## src/rtl/simad_pkg.sv

```systemverilog
// Shared widths, register indexes and control interface types for the shifted image SAD block.
package simad_pkg;

  localparam int MAX_SIDE   = 4096;
  localparam int LANES      = 16;
  localparam int SIDE_W     = 13;
  localparam int BYTE_W     = 8;
  localparam int TAKE_W     = $clog2(LANES) + 1;
  localparam int LANE_SAD_W = BYTE_W + $clog2(LANES);
  localparam int SUM_W      = 32;
  localparam int CNT_W      = 25;
  localparam int MEAN_W     = 16;
  localparam int FRAC_W     = 8;
  localparam int DIVD_W     = SUM_W + FRAC_W;
  localparam int DIV_STEPS  = DIVD_W;
  localparam int DIV_CNT_W  = $clog2(DIV_STEPS);
  localparam int IN_W       = 4 * 64;
  localparam int OUT_USED_W = SUM_W + CNT_W + MEAN_W;
  localparam int OUT_W      = ((OUT_USED_W + 7) / 8) * 8;
  localparam int OUT_PAD_W  = OUT_W - OUT_USED_W;
  localparam int CFG_IDX_W  = 3;

  localparam logic [CFG_IDX_W-1:0] REG_WIDTH_A  = 3'd0;
  localparam logic [CFG_IDX_W-1:0] REG_HEIGHT_A = 3'd1;
  localparam logic [CFG_IDX_W-1:0] REG_WIDTH_B  = 3'd2;
  localparam logic [CFG_IDX_W-1:0] REG_HEIGHT_B = 3'd3;
  localparam logic [CFG_IDX_W-1:0] REG_SHIFT_X  = 3'd4;
  localparam logic [CFG_IDX_W-1:0] REG_SHIFT_Y  = 3'd5;

  typedef struct packed {
    logic accept;
    logic restart;
    logic load_empty;
    logic div_start;
    logic div_step;
    logic load_result;
  } cmd_t;

  typedef struct packed {
    logic cfg_pending;
    logic frame_end;
    logic empty;
    logic out_busy;
    logic div_last;
  } sts_t;

endpackage

```

## src/rtl/simad_ctrl.sv

```systemverilog
// Frame sequencer: input handshake, end-of-frame handling and divider control.
module simad_ctrl (
  input  logic               clk,
  input  logic               rst_n,
  input  logic               in_tvalid,
  output logic               in_tready,
  input  simad_pkg::sts_t    sts,
  output simad_pkg::cmd_t    cmd
);
  import simad_pkg::*;

  typedef enum logic [3:0] {
    ST_RUN  = 4'b0001,
    ST_SUM  = 4'b0010,
    ST_DIV  = 4'b0100,
    ST_LOAD = 4'b1000
  } state_t;

  state_t state_r, state_nxt;

  assign in_tready = (state_r == ST_RUN) && !sts.cfg_pending && !(sts.frame_end && sts.out_busy);

  always_comb begin
    cmd             = '0;
    cmd.accept      = in_tvalid && in_tready;
    cmd.restart     = sts.cfg_pending;
    cmd.load_empty  = cmd.accept && sts.empty;
    cmd.div_start   = (state_r == ST_SUM);
    cmd.div_step    = (state_r == ST_DIV);
    cmd.load_result = (state_r == ST_LOAD);
  end

  always_comb begin
    state_nxt = state_r;
    if (sts.cfg_pending) begin
      state_nxt = ST_RUN;
    end else begin
      case (state_r)
        ST_RUN: begin
          if (cmd.accept && sts.frame_end && !sts.empty) begin
            state_nxt = ST_SUM;
          end
        end
        ST_SUM: begin
          state_nxt = ST_DIV;
        end
        ST_DIV: begin
          if (sts.div_last) begin
            state_nxt = ST_LOAD;
          end
        end
        ST_LOAD: begin
          state_nxt = ST_RUN;
        end
        default: begin
          state_nxt = ST_RUN;
        end
      endcase
    end
  end

  always_ff @(posedge clk) begin
    if (!rst_n) begin
      state_r <= ST_RUN;
    end else begin
      state_r <= state_nxt;
    end
  end

`ifndef SYNTHESIS
  a_no_overwrite: assert property (@(posedge clk) disable iff (!rst_n)
    cmd.load_result |-> !sts.out_busy)
    else $error("result loaded while output still pending");

  a_div_exit: assert property (@(posedge clk) disable iff (!rst_n)
    (state_r == ST_DIV) && !sts.div_last && !sts.cfg_pending |=> state_r == ST_DIV)
    else $error("divider left before last step");
`endif

endmodule

```

## src/rtl/simad_dp.sv

```systemverilog
// Datapath: config registers, overlap setup, lane SAD, accumulator, divider, output register.
module simad_dp (
  input  logic                          clk,
  input  logic                          rst_n,
  input  simad_pkg::cmd_t               cmd,
  output simad_pkg::sts_t               sts,
  input  logic [simad_pkg::IN_W-1:0]    in_tdata,
  output logic                          out_tvalid,
  input  logic                          out_tready,
  output logic [simad_pkg::OUT_W-1:0]   out_tdata,
  output logic                          out_tuser,
  input  logic                          cfg_valid,
  output logic                          cfg_ready,
  input  logic [simad_pkg::CFG_IDX_W-1:0] cfg_index,
  input  logic [simad_pkg::SIDE_W-1:0]  cfg_data
);
  import simad_pkg::*;

  function automatic logic [SIDE_W-1:0] clamp_side(input logic [SIDE_W-1:0] v);
    return (v > SIDE_W'(MAX_SIDE)) ? SIDE_W'(MAX_SIDE) : v;
  endfunction

  function automatic logic [SIDE_W-1:0] overlap_extent(input logic [SIDE_W-1:0] sa,
                                                       input logic [SIDE_W-1:0] sb,
                                                       input logic [SIDE_W-1:0] sh);
    logic signed [SIDE_W+1:0] a, b, s, p, q, e;
    a = signed'({2'b00, clamp_side(sa)});
    b = signed'({2'b00, clamp_side(sb)});
    s = signed'({{2{sh[SIDE_W-1]}}, sh});
    p = a - ((s > 0) ? s : '0);
    q = b + ((s < 0) ? s : '0);
    e = (p < q) ? p : q;
    return (e > 0) ? e[SIDE_W-1:0] : '0;
  endfunction

  logic [SIDE_W-1:0] width_a_r, height_a_r, width_b_r, height_b_r, shift_x_r, shift_y_r;
  logic              cfg_pend_r;
  logic [SIDE_W-1:0] cols_r, rows_r, col_pos_r, row_pos_r;
  logic [CNT_W-1:0]  count_r;
  logic [2*SIDE_W-1:0] prod;

  logic [SIDE_W-1:0] remain;
  logic              chunk_last, row_last, empty;
  logic [TAKE_W-1:0] take;

  logic [BYTE_W-1:0]       diff [LANES];
  logic [BYTE_W:0]         lvl1 [8];
  logic [BYTE_W+1:0]       lvl2 [4];
  logic [BYTE_W+2:0]       lvl3 [2];
  logic [LANE_SAD_W-1:0]   lane_sum;

  logic                  s1_valid_r;
  logic [LANE_SAD_W-1:0] sad_r;
  logic [SUM_W-1:0]      running_sum_r, sum_fin, total_r;

  logic [DIVD_W-1:0]    div_work_r;
  logic [CNT_W-1:0]     div_rem_r;
  logic [DIV_CNT_W-1:0] div_cnt_r;
  logic [CNT_W:0]       trial;
  logic                 ge;
  logic [CNT_W:0]       trial_sub;

  logic                 out_valid_r, out_user_r;
  logic [OUT_W-1:0]     out_data_r;

  assign cfg_ready = 1'b1;

  always_ff @(posedge clk) begin
    if (!rst_n) begin
      width_a_r  <= SIDE_W'(1);
      height_a_r <= SIDE_W'(1);
      width_b_r  <= SIDE_W'(1);
      height_b_r <= SIDE_W'(1);
      shift_x_r  <= '0;
      shift_y_r  <= '0;
      cfg_pend_r <= 1'b0;
    end else begin
      cfg_pend_r <= 1'b0;
      if (cfg_valid) begin
        case (cfg_index)
          REG_WIDTH_A: begin
            width_a_r  <= cfg_data;
            cfg_pend_r <= 1'b1;
          end
          REG_HEIGHT_A: begin
            height_a_r <= cfg_data;
            cfg_pend_r <= 1'b1;
          end
          REG_WIDTH_B: begin
            width_b_r  <= cfg_data;
            cfg_pend_r <= 1'b1;
          end
          REG_HEIGHT_B: begin
            height_b_r <= cfg_data;
            cfg_pend_r <= 1'b1;
          end
          REG_SHIFT_X: begin
            shift_x_r  <= cfg_data;
            cfg_pend_r <= 1'b1;
          end
          REG_SHIFT_Y: begin
            shift_y_r  <= cfg_data;
            cfg_pend_r <= 1'b1;
          end
          default: begin
            cfg_pend_r <= 1'b0;
          end
        endcase
      end
    end
  end

  assign prod = cols_r * rows_r;

  always_ff @(posedge clk) begin
    if (!rst_n) begin
      cols_r  <= SIDE_W'(1);
      rows_r  <= SIDE_W'(1);
      count_r <= CNT_W'(1);
    end else begin
      count_r <= prod[CNT_W-1:0];
      if (cmd.restart) begin
        cols_r <= overlap_extent(width_a_r, width_b_r, shift_x_r);
        rows_r <= overlap_extent(height_a_r, height_b_r, shift_y_r);
      end
    end
  end

  assign remain     = cols_r - col_pos_r;
  assign chunk_last = (remain <= SIDE_W'(LANES));
  assign row_last   = (row_pos_r == (rows_r - SIDE_W'(1)));
  assign empty      = (cols_r == '0) || (rows_r == '0);
  assign take       = chunk_last ? remain[TAKE_W-1:0] : TAKE_W'(LANES);

  always_comb begin
    for (int i = 0; i < LANES; i++) begin
      logic [BYTE_W-1:0] fa, fb;
      fa = in_tdata[BYTE_W*i +: BYTE_W];
      fb = in_tdata[IN_W/2 + BYTE_W*i +: BYTE_W];
      if (TAKE_W'(i) < take) begin
        diff[i] = (fa > fb) ? (fa - fb) : (fb - fa);
      end else begin
        diff[i] = '0;
      end
    end
    for (int i = 0; i < 8; i++) begin
      lvl1[i] = {1'b0, diff[2*i]} + {1'b0, diff[2*i+1]};
    end
    for (int i = 0; i < 4; i++) begin
      lvl2[i] = {1'b0, lvl1[2*i]} + {1'b0, lvl1[2*i+1]};
    end
    for (int i = 0; i < 2; i++) begin
      lvl3[i] = {1'b0, lvl2[2*i]} + {1'b0, lvl2[2*i+1]};
    end
    lane_sum = {1'b0, lvl3[0]} + {1'b0, lvl3[1]};
  end

  always_ff @(posedge clk) begin
    if (!rst_n) begin
      col_pos_r <= '0;
      row_pos_r <= '0;
    end else if (cmd.restart) begin
      col_pos_r <= '0;
      row_pos_r <= '0;
    end else if (cmd.accept && !empty) begin
      if (chunk_last) begin
        col_pos_r <= '0;
        row_pos_r <= row_last ? '0 : (row_pos_r + SIDE_W'(1));
      end else begin
        col_pos_r <= col_pos_r + SIDE_W'(LANES);
      end
    end
  end

  assign sum_fin = running_sum_r + SUM_W'(sad_r);

  always_ff @(posedge clk) begin
    if (!rst_n) begin
      s1_valid_r    <= 1'b0;
      running_sum_r <= '0;
    end else begin
      s1_valid_r <= cmd.accept && !empty && !cmd.restart;
      if (cmd.restart) begin
        running_sum_r <= '0;
      end else if (s1_valid_r) begin
        running_sum_r <= cmd.div_start ? '0 : sum_fin;
      end
    end
  end

  always_ff @(posedge clk) begin
    if (cmd.accept) begin
      sad_r <= lane_sum;
    end
    if (cmd.div_start) begin
      total_r <= sum_fin;
    end
  end

  assign trial     = {div_rem_r, div_work_r[DIVD_W-1]};
  assign trial_sub = trial - {1'b0, count_r};
  assign ge        = (trial >= {1'b0, count_r});

  always_ff @(posedge clk) begin
    if (!rst_n) begin
      div_cnt_r <= '0;
    end else if (cmd.div_start) begin
      div_cnt_r <= '0;
    end else if (cmd.div_step) begin
      div_cnt_r <= div_cnt_r + DIV_CNT_W'(1);
    end
  end

  always_ff @(posedge clk) begin
    if (cmd.div_start) begin
      div_work_r <= {sum_fin, FRAC_W'(0)};
      div_rem_r  <= '0;
    end else if (cmd.div_step) begin
      div_work_r <= {div_work_r[DIVD_W-2:0], ge};
      div_rem_r  <= ge ? trial_sub[CNT_W-1:0] : trial[CNT_W-1:0];
    end
  end

  always_ff @(posedge clk) begin
    if (!rst_n) begin
      out_valid_r <= 1'b0;
    end else if (cmd.load_empty || cmd.load_result) begin
      out_valid_r <= 1'b1;
    end else if (out_tready) begin
      out_valid_r <= 1'b0;
    end
  end

  always_ff @(posedge clk) begin
    if (cmd.load_empty) begin
      out_data_r <= '0;
      out_user_r <= 1'b1;
    end else if (cmd.load_result) begin
      out_data_r <= {OUT_PAD_W'(0), div_work_r[MEAN_W-1:0], count_r, total_r};
      out_user_r <= 1'b0;
    end
  end

  assign out_tvalid = out_valid_r;
  assign out_tdata  = out_data_r;
  assign out_tuser  = out_user_r;

  always_comb begin
    sts             = '0;
    sts.cfg_pending = cfg_pend_r;
    sts.frame_end   = empty || (chunk_last && row_last);
    sts.empty       = empty;
    sts.out_busy    = out_valid_r;
    sts.div_last    = (div_cnt_r == DIV_CNT_W'(DIV_STEPS - 1));
  end

`ifndef SYNTHESIS
  a_out_rise: assert property (@(posedge clk) disable iff (!rst_n)
    $rose(out_valid_r) |-> $past(cmd.load_empty || cmd.load_result))
    else $error("output valid raised without a load");

  a_rem_bound: assert property (@(posedge clk) disable iff (!rst_n)
    cmd.div_step |-> div_rem_r < count_r)
    else $error("divider remainder not below divisor");

  a_col_bound: assert property (@(posedge clk) disable iff (!rst_n)
    !empty |-> col_pos_r < cols_r)
    else $error("column position beyond overlap");

  a_mean_range: assert property (@(posedge clk) disable iff (!rst_n)
    cmd.load_result |-> div_work_r[DIVD_W-1:MEAN_W] == '0)
    else $error("mean quotient exceeds output width");
`endif

endmodule

```

## src/rtl/shifted_image_mean_abs_difference_top.sv

```systemverilog
// Top level: shifted image sum of absolute differences with mean.
// Throughput: one 16-pixel chunk per cycle within a frame, while no config write
// is pending. The last chunk of a frame waits while the output is busy and then
// runs the sum state, a 40-step bit-serial restoring divider and the load state.
// With an empty overlap each item gives its result in the next cycle.
// A write to a config register blocks input while the overlap is recomputed.
// Reset is synchronous, active low; registers return to a 1x1 image pair, no shift.
module shifted_image_mean_abs_difference_top (
  input  logic                              clk,
  input  logic                              rst_n,
  input  logic                              in_tvalid,
  output logic                              in_tready,
  // first_low_bytes, first_high_bytes, second_low_bytes, second_high_bytes
  input  logic [simad_pkg::IN_W-1:0]        in_tdata,
  output logic                              out_tvalid,
  input  logic                              out_tready,
  // abs_diff_total, pixel_total, mean_difference, zero fill
  output logic [simad_pkg::OUT_W-1:0]       out_tdata,
  // overlap_empty
  output logic                              out_tuser,
  input  logic                              cfg_valid,
  output logic                              cfg_ready,
  input  logic [simad_pkg::CFG_IDX_W-1:0]   cfg_index,
  input  logic [simad_pkg::SIDE_W-1:0]      cfg_data
);
  import simad_pkg::*;

  cmd_t cmd;
  sts_t sts;

  simad_ctrl u_ctrl (
    .clk       (clk),
    .rst_n     (rst_n),
    .in_tvalid (in_tvalid),
    .in_tready (in_tready),
    .sts       (sts),
    .cmd       (cmd)
  );

  simad_dp u_dp (
    .clk        (clk),
    .rst_n      (rst_n),
    .cmd        (cmd),
    .sts        (sts),
    .in_tdata   (in_tdata),
    .out_tvalid (out_tvalid),
    .out_tready (out_tready),
    .out_tdata  (out_tdata),
    .out_tuser  (out_tuser),
    .cfg_valid  (cfg_valid),
    .cfg_ready  (cfg_ready),
    .cfg_index  (cfg_index),
    .cfg_data   (cfg_data)
  );

endmodule

```

## config.mk

```make
export PLATFORM = sky130hd
export DESIGN_NAME = shifted_image_mean_abs_difference_top
export DESIGN_NICKNAME = d
export VERILOG_FILES = /design/src/rtl/simad_pkg.sv /design/src/rtl/simad_ctrl.sv /design/src/rtl/simad_dp.sv /design/src/rtl/shifted_image_mean_abs_difference_top.sv
export SDC_FILE = /design/constraint.sdc
export NUM_CORES = 2
export LEC_CHECK = 0
export BUFFER_PORTS_ARGS = -buffer_cell sky130_fd_sc_hd__buf_4
export CELL_PAD_IN_SITES_DETAIL_PLACEMENT = 0
export CELL_PAD_IN_SITES_GLOBAL_PLACEMENT = 1
export CORE_AREA = 2 2 286 288
export CTS_CLUSTER_SIZE = 25
export DETAILED_ROUTE_END_ITERATION = 8
export DIE_AREA = 0 0 288 290
export PLACE_DENSITY_LB_ADDON = 0.2
export SETUP_SLACK_MARGIN = 0.1
export SYNTH_ARGS = -nofsm -noshare
export SYNTH_HDL_FRONTEND = slang
export SYNTH_SLANG_ARGS = --single-unit
```

## constraint.sdc

```tcl
create_clock -name clk -period 12.04 [get_ports clk]
set_input_delay 0.602 -clock clk [delete_from_list [all_inputs] [get_ports clk]]
set_output_delay 0.602 -clock clk [all_outputs]
set_load 0.02 [all_outputs]
```

* Word level (Yosys, flattened, before mapping)
Index checks and enable logic that the tools add are counted.
Operators by class: add/sub/neg operators 58, $mul 1, order comparisons 46, equality and inequality tests 13, multiplexer cells 57, bitwise gates (word level) 1, reductions and logical operators 33
Operators by type and width (count):
- $mux W8 | 32
- $sub A8 B8 Y8 | 32
- $gt A8 B8 Y1 | 16
- $mux W13 | 8
- $mux W15 | 6
- $mux W40 | 2
- $add A8 B8 Y9 | 8
- $gt A13 B13 Y1 const B | 4
- $add A9 B9 Y10 | 4
- $lt A4 B5 Y1 const A | 8
- $add A32 B12 Y32 | 1
- $mux W32 | 1
- $add A13 B15 Y15 | 2
- $gt A15 B1 Y1 const B | 2
- $lt A15 B15 Y1 | 2
- $sub A13 B15 Y15 | 2
- $ge A26 B25 Y1 | 1
- $gt A13 B1 Y1 const B | 2
- $logic_not A13 Y1 | 2
- $lt A13 B1 Y1 const B | 2
- $mul A13 B13 Y25 | 1
- $mux W25 | 1
- $sub A25 B25 Y25 | 1
- $add A10 B10 Y11 | 2
- other kinds (34) | 67
Word-level totals: bits in registers 383, input port bits 277, logic and storage cells 233

* Logic depth before layout (Yosys ltp)
word-level depth 12, depth in mapped cells 35

* Modules after synthesis
Synthesis repeated with hierarchy kept, for this count alone.
Second synthesis, totals: cell total of the unflattened synthesis 4756, area total of the unflattened synthesis 39945.8 um^2
Modules (own cells, without submodules):
- simad_dp | instances 1, cells each 4731, area each 39714.3 um^2, seq. area each 8267.9 um^2
- simad_ctrl | instances 1, cells each 25, area each 231.5 um^2, seq. area each 80.1 um^2

* Worst setup path after synthesis
No wires, ideal clock.
path type register to register, start reg u_dp.col_pos_r[4], end reg u_dp.sad_r[11] (data pin), arrival time 7592 ps, required time 11782 ps, path slack 4191 ps, stages on the path, launching flop included 32, clock period less this slack 7849 ps, cells stage by stage dfxtp_1 inv_1 ha_1 clkbuf_1 a21o_1 a2111o_1 a221oi_2 a21oi_2 or4_4 or3_4 buf_6 a31o_4 nand2_1 fa_1 fa_1 inv_1 fa_1 fa_1 fa_1 inv_1 fa_1 inv_1 ha_1 a21o_1 a21oi_1 o21bai_1 a21oi_1 o21bai_1 a21oi_1 o21bai_1 a21oi_1 xnor2_1
Between the ends: longest elaborated chain between the ends 9, elaborated cells on any way between the ends 50, classes of those cells add/sub: 16; order compare: 17; mux: 17
Ends and longest elaborated chain:
- start: declaration | RTL line simad_dp.sv:38 | logic [SIDE_W-1:0] cols_r, rows_r, col_pos_r, row_pos_r;
- start signal: assignment | RTL line simad_dp.sv:170 | col_pos_r <= col_pos_r + SIDE_W'(LANES);
- $sub A13 B13 Y13 * | RTL line simad_dp.sv:129 | assign remain = cols_r - col_pos_r;
- $le A13 B5 Y1 | RTL line simad_dp.sv:130 | assign chunk_last = (remain <= SIDE_W'(LANES));
- $mux W5 * | RTL line simad_dp.sv:133 | assign take = chunk_last ? remain[TAKE_W-1:0] : TAKE_W'(LANES);
- $lt A1 B5 Y1 (tied with other cells) | RTL line simad_dp.sv:140 | if (TAKE_W'(i) < take) begin
- $mux W8 | RTL line simad_dp.sv:140
- $add A8 B8 Y9 | RTL line simad_dp.sv:147 | lvl1[i] = {1'b0, diff[2*i]} + {1'b0, diff[2*i+1]};
- $add A9 B9 Y10 | RTL line simad_dp.sv:150 | lvl2[i] = {1'b0, lvl1[2*i]} + {1'b0, lvl1[2*i+1]};
- $add A10 B10 Y11 | RTL line simad_dp.sv:153 | lvl3[i] = {1'b0, lvl2[2*i]} + {1'b0, lvl2[2*i+1]};
- $add A11 B11 Y12 * | RTL line simad_dp.sv:155 | lane_sum = {1'b0, lvl3[0]} + {1'b0, lvl3[1]};
- named net u_dp.lane_sum[11] | RTL line simad_dp.sv:50 | logic [LANE_SAD_W-1:0] lane_sum;
- end signal: assignment | RTL line simad_dp.sv:193 | sad_r <= lane_sum;
- end: declaration | RTL line simad_dp.sv:53 | logic [LANE_SAD_W-1:0] sad_r;
Mark *: on every way through the listed nets, which the timed path passes. The rest lies on a longest branch. A chain may end at the register's enable or synchronous reset.

* Final worst setup path
start reg u_dp.cols_r[4], end reg u_dp.sad_r[10] (data pin)
Between the ends: longest elaborated chain between the ends 9, elaborated cells on any way between the ends 50, classes of those cells add/sub: 16; order compare: 17; mux: 17
Ends and longest elaborated chain:
- start: declaration | RTL line simad_dp.sv:38
- start signal: assignment | RTL line simad_dp.sv:123 | cols_r <= overlap_extent(width_a_r, width_b_r, shift_x_r);
- $sub A13 B13 Y13 * | RTL line simad_dp.sv:129
- $le A13 B5 Y1 | RTL line simad_dp.sv:130
- $mux W5 * | RTL line simad_dp.sv:133
- $lt A1 B5 Y1 (tied with other cells) | RTL line simad_dp.sv:140
- $mux W8 | RTL line simad_dp.sv:140
- $add A8 B8 Y9 | RTL line simad_dp.sv:147
- $add A9 B9 Y10 | RTL line simad_dp.sv:150
- $add A10 B10 Y11 | RTL line simad_dp.sv:153
- $add A11 B11 Y12 * | RTL line simad_dp.sv:155
- named net u_dp.lane_sum[10] | RTL line simad_dp.sv:50
Marks and branches as above.

==> metrics.log <==
INFO  metric grt_antenna_before_repair = 12
INFO  metric netlist_area = around 40000 sq um
INFO  metric failed_checks = antenna violations
INFO  metric clock_pin_slew_reported_for_the_worst_setup_and_hold_paths_after_clock_tree_synthesis = 0.06 ns
INFO  metric worst_slew_pin_slew = approximately 1.2 ns
INFO  metric timing_max_transition_violations_final = 0
INFO  metric synth-seq-area-share = 0.2093
INFO  metric synthDominantAreaCellType = sky130_fd_sc_hd__dfxtp_1
INFO  metric synth_top_area_frac = 0.1521
INFO  metric total_negative_setup_slacks = 0 ns
INFO  metric postRouteWirelength = around 110000 um
INFO  metric synth_xor_xnor_area_share = 0.05161
INFO  metric post_synth_num_cell_types = between 80 and 90
INFO  metric post-cts-setup-buffer-count = 0
INFO  metric non_filler_cells_in_the_finished_layout = ~6200
INFO  metric timing.setup.critical_path_class = flip-flop to flip-flop
INFO  metric critPathSlowestCell = sky130_fd_sc_hd__dfxtp_1
INFO  metric yosys.cell_count.top_type = sky130_fd_sc_hd__nand2_1
INFO  metric drc = 0
INFO  metric synth_top_cells_by_count = sky130_fd_sc_hd__nand2_1, sky130_fd_sc_hd__inv_1, sky130_fd_sc_hd__ha_1, sky130_fd_sc_hd__a21oi_1, sky130_fd_sc_hd__dfxtp_1
INFO  metric ir_worst_vdd = ~2100 uV
INFO  metric worst-path-buf-inv = 5
INFO  metric synth_enable_flop_cells = 76
INFO  metric share_of_the_synthesized_area_in_compound_gates_ao_oa_aoi_oai = 0.1604
INFO  metric slew_headroom = 0.1871
INFO  metric synth.top_cells.by_area = sky130_fd_sc_hd__dfxtp_1, sky130_fd_sc_hd__ha_1, sky130_fd_sc_hd__fa_1
INFO  metric syn-mean-instance-area = between 8 and 9 sq um
INFO  metric yosysWarningCount = 0
INFO  metric globalplace.congestion = just over 0.9
INFO  metric drtPass1Iterations = 5
INFO  metric core_area = 80160 sq um
INFO  metric grt_max_degree = 90
INFO  metric timing.final.hold_violations = 0
INFO  metric main_combinational_cell_family_by_area_after_synthesis = adder cells
INFO  metric drv_cap = 0
INFO  metric avgRoutedWirePerCell = between 15 and 20 um
INFO  metric power.density = approximately 320 nW/um^2
INFO  metric timing.final.crit_period = about 8.9 ns
INFO  metric synth_cells = 4866
INFO  metric timing.critical_path.from_type = flip-flop
INFO  metric synth.mux.area_fraction = 0.03495
INFO  metric synth-seq-cells = 379
INFO  metric final_layout_size_suffix_gt1_frac = 0.1050
INFO  metric fillCellCount = around 7700
INFO  metric critical_path_required = between 10 and 15 ns
INFO  metric die_height = between 200 and 300 um
INFO  metric drt_iter0_markers = between 2000 and 2500
INFO  metric initial_utilization = 0.4975
INFO  metric detailroute.via_count = between 30000 and 40000
INFO  metric design.die.area = approximately 84000 sq um
INFO  metric outcome = finished, violations left
INFO  metric yosys.area_share.simple = 0.1842
INFO  metric placement.cell_area = 43380 sq um
INFO  metric cp.arrival = about 9 ns
INFO  metric grtUsageTotal = 0.2570
INFO  metric setup_repair_after_global_routing_missed_its_margin = false
INFO  metric die_width = 288 um
INFO  metric core.rowCount = around 100
INFO  metric critical-path-top-delay-family = adder cells
INFO  metric cts.htree.levels = 2
INFO  metric register_area = 8348 sq um
INFO  metric synthFlopType = sky130_fd_sc_hd__dfxtp_1
INFO  metric syn2layout_area_growth = 12.63%
INFO  metric timing.clock.skew = 0.04616 ns
INFO  metric power.static_leakage = ~22 nW
INFO  metric cts_tree = done
INFO  metric achievable-frequency = 112.9 MHz
INFO  metric global_route.overflow_total = 0
INFO  metric synth_async_sr_flop_share = 0
INFO  metric cp_max_fo = 16
INFO  metric placedCellCount = 6133
INFO  metric synth_adder_area_share = 0.2794
INFO  metric final_nets = roughly 6000
INFO  metric timing.hold.worst.class = input port to flip-flop
INFO  metric avgViaCountPerCell = 5.423
INFO  metric ctsRootBufferMaster = sky130_fd_sc_hd__clkbuf_16
INFO  metric postCtsHoldBufs = 0
INFO  metric clkLatencyLatePin = approximately 0.6 ns
INFO  metric setup_viol = 0
INFO  metric report.power.total = approximately 0.014 W
INFO  metric cpMostUsedCell = sky130_fd_sc_hd__fa_1
INFO  metric ios = 361
INFO  metric cts_resized = 0
INFO  metric wire_length_of_the_first_global_routing_pass = ~170000 um
INFO  metric finalCritPeriodShare = 0.7355
INFO  metric antenna_violating_nets_post_route = 1
INFO  metric first_global_vias = about 33000
INFO  metric numPortBuffers = 352
INFO  metric multiInputGateArea = about 28000 sq um
INFO  metric numCtsBuffers = 44
INFO  metric buffer_levels_on_the_longest_clock_path = 3
INFO  metric timing.critical_path.to_type = flip-flop
INFO  metric design_area_final = around 45000 sq um
INFO  metric cts_sinks = between 300 and 400
INFO  metric detailed_place_hpwl = between 80000 and 90000 um
INFO  metric max_stage_delay = between 0.7 and 0.8 ns
## area by class of cell
| class | count | share of cell area |
|---|---|---|
| timing repair buffer | 375 | 0.06268 |
| antenna | 9 | 0.0005014 |
| sequential | 379 | 0.1859 |
| tap | 1060 | 0.02953 |
| clock buffer | 54 | 0.02694 |
| clock inverter | 27 | 0.006797 |
| multi-input combinational | 3664 | 0.6329 |
| inverter | 655 | 0.05474 |
## kinds of logic (layout without fill, tap and decap cells)
| family | count (synthesis) | count (layout) |
|---|---|---|
| AND/OR/NAND/NOR | 1546 | 1546 |
| AO/OA/AOI/OAI | 1003 | 1003 |
| buffers and inverters | 835 | 1111 |
| adder cells (fa/ha/maj) | 731 | 731 |
| flip-flops | 379 | 379 |
| XOR/XNOR | 235 | 235 |
| multiplexers | 135 | 135 |
| other | 2 | 23 |
## layout by cell type (no fill, tap or decap), types with 43 or more instances in the layout
master / n
sky130_fd_sc_hd__nand2_1: 681
sky130_fd_sc_hd__inv_1: 653
sky130_fd_sc_hd__ha_1: 465
sky130_fd_sc_hd__buf_4: 375
sky130_fd_sc_hd__a21oi_1: 374
sky130_fd_sc_hd__dfxtp_1: 303
sky130_fd_sc_hd__fa_1: 266
sky130_fd_sc_hd__nor2_1: 228
sky130_fd_sc_hd__o21ai_0: 173
sky130_fd_sc_hd__and2_1: 123
sky130_fd_sc_hd__xnor2_1: 119
sky130_fd_sc_hd__xor2_1: 116
sky130_fd_sc_hd__mux2i_1: 101
sky130_fd_sc_hd__a21o_1: 92
sky130_fd_sc_hd__nand3_1: 86
sky130_fd_sc_hd__nor2b_1: 76
sky130_fd_sc_hd__edfxtp_1: 76
sky130_fd_sc_hd__nor3_1: 68
sky130_fd_sc_hd__nand4_1: 56
sky130_fd_sc_hd__nand2b_1: 51
sky130_fd_sc_hd__clkbuf_16: 45
sky130_fd_sc_hd__a22o_1: 43
## registers in the layout (all words and copies together) (netlist names), 25 cells and up
register,flops
u_dp.div_rem_r,25
u_dp.div_work_r,40
u_dp.out_tdata,73
u_dp.total_r,32
u_dp.running_sum_r,32
u_dp.count_r,25
## through the flow
step / utilization / setup slack [ns] / hold slack [ns]
floorplan: - / 4.191 / 0.4318
global placement: 0.5411 / 3.406 / 0.4357
detailed placement: 0.5411 / 3.246 / 0.4429
CTS: 0.5600 / 3.209 / 0.1869
global route: 0.5602 / 2.600 / 0.2381
finish: 0.5603 / 3.184 / 0.2163
## metal layers
metal,vias up,routed length [um],track usage,share of wire
met5,-,92,0,0.00085
met2,740,48680,0.4051,0.45
met4,14,1774,0.04651,0.016
met3,106,6127,0.04096,0.056
li1,16860,-,-,-
met1,16030,52000,0.3730,0.48
## final timing paths
kind	from	endpoint	slack, ns	cells past startpoint
max	u_dp.cols_r[4]	u_dp.sad_r[10]	3.18	31
min	cfg_index[1]	u_dp.cfg_pend_r	0.22	2
max reg2reg	u_dp.cols_r[4]	u_dp.sad_r[10]	3.18	31
min reg2reg	u_dp.out_tdata[32]	u_dp.out_tdata[32]	0.45	2
## worst reg2reg max path, delay by kind of cell, from the launching register on
| family | cells | cell delay (ns) |
|---|---|---|
| xor gates and xnor gates | 1 | 0.08 |
| adders and majority gates | 9 | 4.19 |
| AOI/OAI and AO/OA | 11 | 2.23 |
| and+or+nand+nor | 5 | 0.92 |
| buffers and inverters | 5 | 0.44 |
| DFF | 1 | 0.74 |
## power breakdown
| part | internal (W) | total (W) | switching (W) |
|---|---|---|---|
| logic | 0.00468 | 0.0110 | 0.00629 |
| registers | 0.00192 | 0.00197 | 0.0000507 |
| clock network | 0.000794 | 0.00138 | 0.000586 |
| total | 0.00739 | 0.0143 | 0.00692 |
No activity file was read; power rests on OpenSTA's default activity.
